[config.mk]
export PLATFORM = sky130hd
export DESIGN_NAME = skfl_ram
export DESIGN_NICKNAME = d
export VERILOG_FILES = /design/src/rtl/sorted_key_first_last_lookup_defines.svh /design/src/rtl/skfl_ram.sv
export SDC_FILE = /design/constraint.sdc
export NUM_CORES = 1
export LEC_CHECK = 0
export BUFFER_PORTS_ARGS = -buffer_cell sky130_fd_sc_hd__buf_2
export CORE_UTILIZATION = 35
export DETAILED_ROUTE_END_ITERATION = 12
export PLACE_DENSITY_LB_ADDON = 0.2
export SLEW_MARGIN = 20
export SYNTH_ARGS = -nofsm -noshare
export SYNTH_HDL_FRONTEND = slang
export SYNTH_SLANG_ARGS = --single-unit
export TNS_END_PERCENT = 100
[constraint.sdc]
create_clock -name i_clk -period 3.1 [get_ports i_clk]
set_clock_uncertainty 0.15 [all_clocks]
set_input_delay 0.93 -clock i_clk [delete_from_list [all_inputs] [get_ports i_clk]]
set_output_delay 0.93 -clock i_clk [all_outputs]
set_load 0.005 [all_outputs]
[src/rtl/sorted_key_first_last_lookup_defines.svh]
// Assertion macros for the sorted key lookup block.
// Used by the top level; needs i_clk and i_rst_n in scope.
`ifndef SORTED_KEY_FIRST_LAST_LOOKUP_DEFINES_SVH
`define SORTED_KEY_FIRST_LAST_LOOKUP_DEFINES_SVH

// Condition implies consequence in the same cycle.
`define SKFL_ASSERT_NOW(label, cond, cons, msg) \
    label: assert property (@(posedge i_clk) disable iff (!i_rst_n) (cond) |-> (cons)) \
        else $error(msg);

// Condition implies consequence in the next cycle.
`define SKFL_ASSERT_NEXT(label, cond, cons, msg) \
    label: assert property (@(posedge i_clk) disable iff (!i_rst_n) (cond) |=> (cons)) \
        else $error(msg);

`endif

[src/rtl/skfl_ram.sv]
// Generic single-port synchronous RAM with registered read data.
// No dependencies.
module skfl_ram #(
    parameter int WIDTH = 8,
    parameter int DEPTH = 16
) (
    input  logic                     i_clk,
    input  logic                     i_we,
    input  logic                     i_re,
    input  logic [$clog2(DEPTH)-1:0] i_addr,
    input  logic [WIDTH-1:0]         i_wdata,
    output logic [WIDTH-1:0]         o_rdata
);
    logic [WIDTH-1:0] r_mem [DEPTH];
    logic [WIDTH-1:0] r_rdata;

    always_ff @(posedge i_clk) begin
        if (i_we) begin
            r_mem[i_addr] <= i_wdata;
        end
        if (i_re) begin
            r_rdata <= r_mem[i_addr];
        end
    end

    assign o_rdata = r_rdata;
endmodule

# After elaboration in Yosys (flattened, before gate mapping)

Memories as Yosys holds them, arrays and structs flattened. A register that Yosys moved wholly into a read port is not among the register bits.
Cells that the tools add are included.

Bits in registers: 0
Memory bits (writable): 128
Output and inout bits: 8
Word-level logic and storage cells: 3
Memories: 1

Muxes and demuxes: 2

Memory list:

| memory | depth | width | rd ports | clocked after memory_dff | wr ports | line           | source |
|---|---|---|---|---|---|---|---|
| r_mem  | 16    | 8     | 1        | 1                        | 1        | skfl_ram.sv:14 | `logic [WIDTH-1:0] r_mem [DEPTH];` |

Operators with widths:

| operator | number |
|---|---|
| $mux 1   | 2 |

# Depth between registers and ports, before layout

Gate-level depths: netlist of run 1.

Word-level depth: 2
Mapped depth: 5
Mapped depth without buffers: 3

# Least setup slack after synthesis of run 1

OpenSTA, ideal clock, no wires.

Path type: input port to flip-flop
Start point: input port i_addr[2]
End point: memory r_mem[0][0] (enable)
Library setup time: 0.383 ns
Arrival time: 2.040 ns
Setup slack: 0.527 ns
Stages: 2
Cells stage by stage: or3b_2 > nor3_1

RTL lines:

| item        | line           | source |
|---|---|---|
| from (decl) | skfl_ram.sv:10 | `input logic [$clog2(DEPTH)-1:0] i_addr,` |
| to (decl)   | skfl_ram.sv:14 |  |

No word-level cell before the write port.

==> metrics, run 1 <==
outcome complete, no violations; net count after synthesis 245; Hold Vio Cnt, Final 0; IO Pins 23; CTS Buffer Depth 2; Fin Hold WS 593.9 ps; Leakage Power 2.058 nW; Yosys warnings 0; Startpoint Class primary input; DRC 0; Clock transition at path regs 60 ps; fin nets 300; row count 43; Synth Flop Type edfxtp_1; H-tree depth 4; first-pass GRT wire length 15300 um; post-synthesis cell type count 17; CTS tree built; Die Ht 123.3 um; gr usage total 14.86%; RSZ-0062 raised after global routing false; Post-synth top cells edfxtp_1, mux4_2, a22oi_1; die area 0.01520 mm2; DR WL/cell 21.27 um; final std cells w/o fill 477; post-synth top area share 79.34%; GPL Wtd Cong 0.7299; cell count after synthesis 230; worst rel slew slack 54.26%; Final Worst Setup Slack 645.7 ps; final wirelength 10140 um; initial antenna violation count 0; vias per cell 5.090; critical path class primary input to register; Hold Path Class register to register; EDFF count, synth 136; mapped cell area 0.005147 mm2; Syn Area/Cell 22.38 um2; CTS buffer count 17; Final Critical Period 2454 ps; antenna cell count 0; Max Slew Vio Count 0; pin count of the biggest net entering global routing 34; Final TNS setup 0 ps; top-count cell post-synth edfxtp_1; Worst VDD drop 0.3392 mV; root buf cell clkbuf_16; combined area of the multi-input logic cells 0.001003 mm2; Synth area leaders edfxtp_1, mux4_2, a22oi_1; Design Area, Final 0.006215 mm2; Area Growth Syn to Fin 20.73%; area leader, netlist edfxtp_1; die width 123.3 um; Post-CTS Setup Inserts 0; DP HPWL 6662 um; remaining antenna violation count 0; Place WS 228.8 ps; clk_lat worst skew 410 ps; first-pass iteration count of the detailed router 4; power per standard cell area 676.9 mW/mm2; drt first-iter violations 257; clock sinks 136; IO Port Bufs 22; Setup Viol. Count Final 0; Crit. End Element register; Critical Path RT 3100 ps; placed insts 446; Post-synth ARST share 0%; Starting Density 36.52%; reg2reg setup slack 1320 ps; fillers 1200; via total after detailed routing 2428; final worst-path cycle share 79.17%; number of global-route vias before repair 2527; fmax 407.5 MHz; Core Area 0.01410 mm2; layout cells sized above 1 35.69%; CP Max Fanout 19; grt ovf 0; #FFs+latches synth 136; total of max-cap violations 0; Hold-fix buffers, CTS 0; transition time of the tightest slew-check pin 683.6 ps; Placed Area 0.005648 mm2; CP arrival 2450 ps; storage element area 0.004084 mm2; sequential-to-total area share from yosys stat 79.34%; Resized Gates After CTS 0
## worst paths after layout
kind / from / end / depth (start not counted)
min reg2reg: r_mem[14][5] / o_rdata[5] / 3
max: i_addr[0] / o_rdata[2] / 5
min: r_mem[14][5] / o_rdata[5] / 3
max reg2reg: r_mem[0][6] / o_rdata[6] / 3
## power breakdown
group          leakage, nW  internal [W]  switching, W
clock network        0.279       0.00124      0.000687
registers             1.24       0.00207     0.0000107
logic                0.543     0.0000844      0.000111
total                 2.06       0.00340      0.000808
## sequential cells by signal (all words and copies together), names as in the netlist
signal   flops
o_rdata      8
r_mem      128
## routing by layer
| metal | track usage (%) | wire, um |
|---|---|---|
| met2 | 23.53 | 5179 |
| met4 | 6.401 | 100 |
| met3 | 4.290 | 349 |
| met1 | 19.06 | 4515 |
| met5 | 0 | 0 |
## metrics by stage
stage | util (%) | total power (W)
after floorplan | - | 0.002225
after global placement | 40.07 | 0.002319
after detailed placement | 40.07 | 0.002321
after CTS | 44.09 | 0.004254
after global routing | 44.09 | 0.004338
final | 44.09 | 0.004207
## critical path: stages
cell	delay, ps
buf_2	310
buf_12	230
mux4_2	510
a22oi_1	340
nand2_1	110
## final cells by class
| cell class | count | share of cell area [%] |
|---|---|---|
| clock buffer | 19 | 6.966 |
| timing repair buffer | 47 | 5.396 |
| sequential | 136 | 65.71 |
| multi-input combinational | 83 | 16.15 |
| clock inverter | 12 | 2.154 |
| tap | 180 | 3.624 |
## cells by family (layout without fill, tap and decap cells)
logic type      count (synthesis)  in the layout  synth area share [%]
flops                         136            136                 79.34
buf+inv                        11             78                 1.167
mux                            32             32                 14.00
compound gates                 16             16                 2.334
simple gates                   35             35                 3.160
## cells in the final DEF, fill, tap and decap left out
cell        count
clkinvlp_4      1
nor2b_1         2
mux4_2         32
a22oi_1        16
nor3_1          4
nand2_1         9
buf_12          3
nor2_1         13
clkbuf_16      17
nand3b_1        2
clkbuf_1        2
edfxtp_1      136
clkinv_1        3
bufinv_16       3
and2_1          1
clkinv_2        5
nand3_1         1
or3b_2          1
buf_2          22
buf_4          22
nand2b_1        2
Power figures use the tool's default switching activity.
==> inputs of run 2 (changes only) <==
ABC_AREA = 1   (was not set)
clock period = 2 ns   (was 3.1 ns; I/O delays follow)
==> metrics, run 2 <==
outcome complete, no violations; post-synthesis adder-cell area fraction 0%; worst setup path startpoint i_addr[0]; reg2reg setup slack 700 ps; worst rel slew slack 70.86%; layout cells sized above 1 14.10%; fmax 578.1 MHz; Core Area 0.01583 mm2; via total after detailed routing 3664; commonest non-fill, non-tap cell in the layout nand2_1; die area 0.01672 mm2; final wirelength 12930 um; net count after synthesis 563; EDFF count, synth 136; Synth Flop Type edfxtp_1; reg2reg start r_mem[13][1]; Die Ht 129.3 um; Synth area leaders edfxtp_1, nand2_1, inv_1; CP Max Fanout 38; Startpoint Class primary input; gr usage total 17.31%; CTS Buffer Depth 2; Resized Gates After CTS 0; number of global-route vias before repair 3586; die width 129.3 um; CP arrival 1720 ps; Leakage Power 2.882 nW; grt ovf 0; RSZ-0062 raised after global routing false; XOR/XNOR share of the synthesized area 0%; Setup Viol. Count Final 0; H-tree depth 4; transition time of the tightest slew-check pin 437.1 ps; Starting Density 35.84%; remaining antenna violation count 0; Syn Area/Cell 10.35 um2; largest family of logic cells by synthesized area simple AND/OR/NAND/NOR gates; area leader, netlist edfxtp_1; Hold Path Class primary input to register; CTS buffer count 17; DRC 0; Area Growth Syn to Fin 20.14%; post-synth top area share 71.99%; clk_lat worst skew 420 ps; final worst-path cycle share 86.49%; antenna cell count 0; first-pass iteration count of the detailed router 5; mux contribution to synthesized area 0%; row count 46; max FFs per register 128; sequential-to-total area share from yosys stat 71.99%; Post-CTS Setup Inserts 0; Clock transition at path regs 60 ps; Hold-fix buffers, CTS 0; critical path class primary input to register; Biggest register r_mem; Critical Path RT 1990 ps; HP Start i_re; Worst VDD drop 0.5468 mV; CTS tree built; Max Slew Vio Count 0; Compound-Gate Fraction of Synth Area 0%; Total Power 0.006296 W; Yosys warnings 0; fillers 1536; cell count after synthesis 548; GPL Wtd Cong 0.8050; mapped cell area 0.005673 mm2; fin nets 613; #FFs+latches synth 136; drt first-iter violations 213; Place WS -145.8 ps; initial antenna violation count 0; most frequent cells in the layout nand2_1, edfxtp_1, buf_2; Final Worst Setup Slack 270.2 ps; root buf cell clkbuf_16; vias per cell 4.436; clock sinks 136; IO Pins 23; DR WL/cell 15.65 um; Final Critical Period 1730 ps; Crit. End Element register; top-count cell post-synth nand2_1; total of max-cap violations 0; DP HPWL 8284 um; IO Port Bufs 22; pin count of the biggest net entering global routing 39; first-pass GRT wire length 20380 um; power per standard cell area 923.8 mW/mm2; Post-synth top cells nand2_1, edfxtp_1, inv_1; Hold Vio Cnt, Final 0; post-synthesis cell type count 10; Post-synth ARST share 0%; Synth Area in Simple Gates 24.44%
-- run 2: changes by cell type after synthesis, moves of 6 or more --
cell     delta
a22oi_1    -16
inv_1      +21
buf_2      +10
buf_4       +6
mux4_2     -32
nand2_1   +337
-- run 2: power by group --
part	internal, W	total (W)	switching (W)
sequential	0.00321	0.00323	0.0000163
combinational	0.000129	0.000418	0.000289
clock	0.00154	0.00265	0.00111
total	0.00488	0.00630	0.00141
-- run 2: layer usage --
layer / GRT usage (%) / share of wire (%)
met5: 0 / 0
met4: 7.820 / 1.3
met3: 3.220 / 2.8
met2: 26.09 / 46
met1: 24.36 / 50
-- run 2: layout make-up --
cell class	count	area, um2	share of cell area (%)
clock buffer	19	432.9	6.352
clock inverter	12	62.56	0.9179
inverter	23	86.33	1.267
multi-input combinational	368	1406	20.64
sequential	136	4084	59.92
tap	216	270.3	3.965
timing repair buffer	52	473.0	6.940
-- run 2: cell families after synthesis --
logic type,count (synthesis)
buffers and inverters,44
DFF,136
and+or+nand+nor,368
-- run 2: critical path, stage by stage --
cell and delay (ps):
buf_2 150, buf_12 210, nand3_1 330, nor2_2 260, buf_12 140
-- run 2: final timing paths --
check,to,cells past startpoint
max,r_mem[5][1],5
max reg2reg,o_rdata[1],8
min reg2reg,o_rdata[0],8
min,o_rdata[0],1
-- run 2: metrics by stage --
stage / instances / hold slack [ps] / instance area (um2) / util, % / setup TNS, ps
after floorplan: 548 / 548.9 / 5693 / - / -7516
after global placement: 795 / 646.2 / 6320 / 39.93 / -4495
after detailed placement: 795 / 640.8 / 6320 / 39.93 / -5038
after CTS: 826 / 373.0 / 6815 / 43.06 / 0
after global routing: 826 / 377.2 / 6815 / 43.06 / 0
final: 826 / 384.8 / 6815 / 43.06 / 0
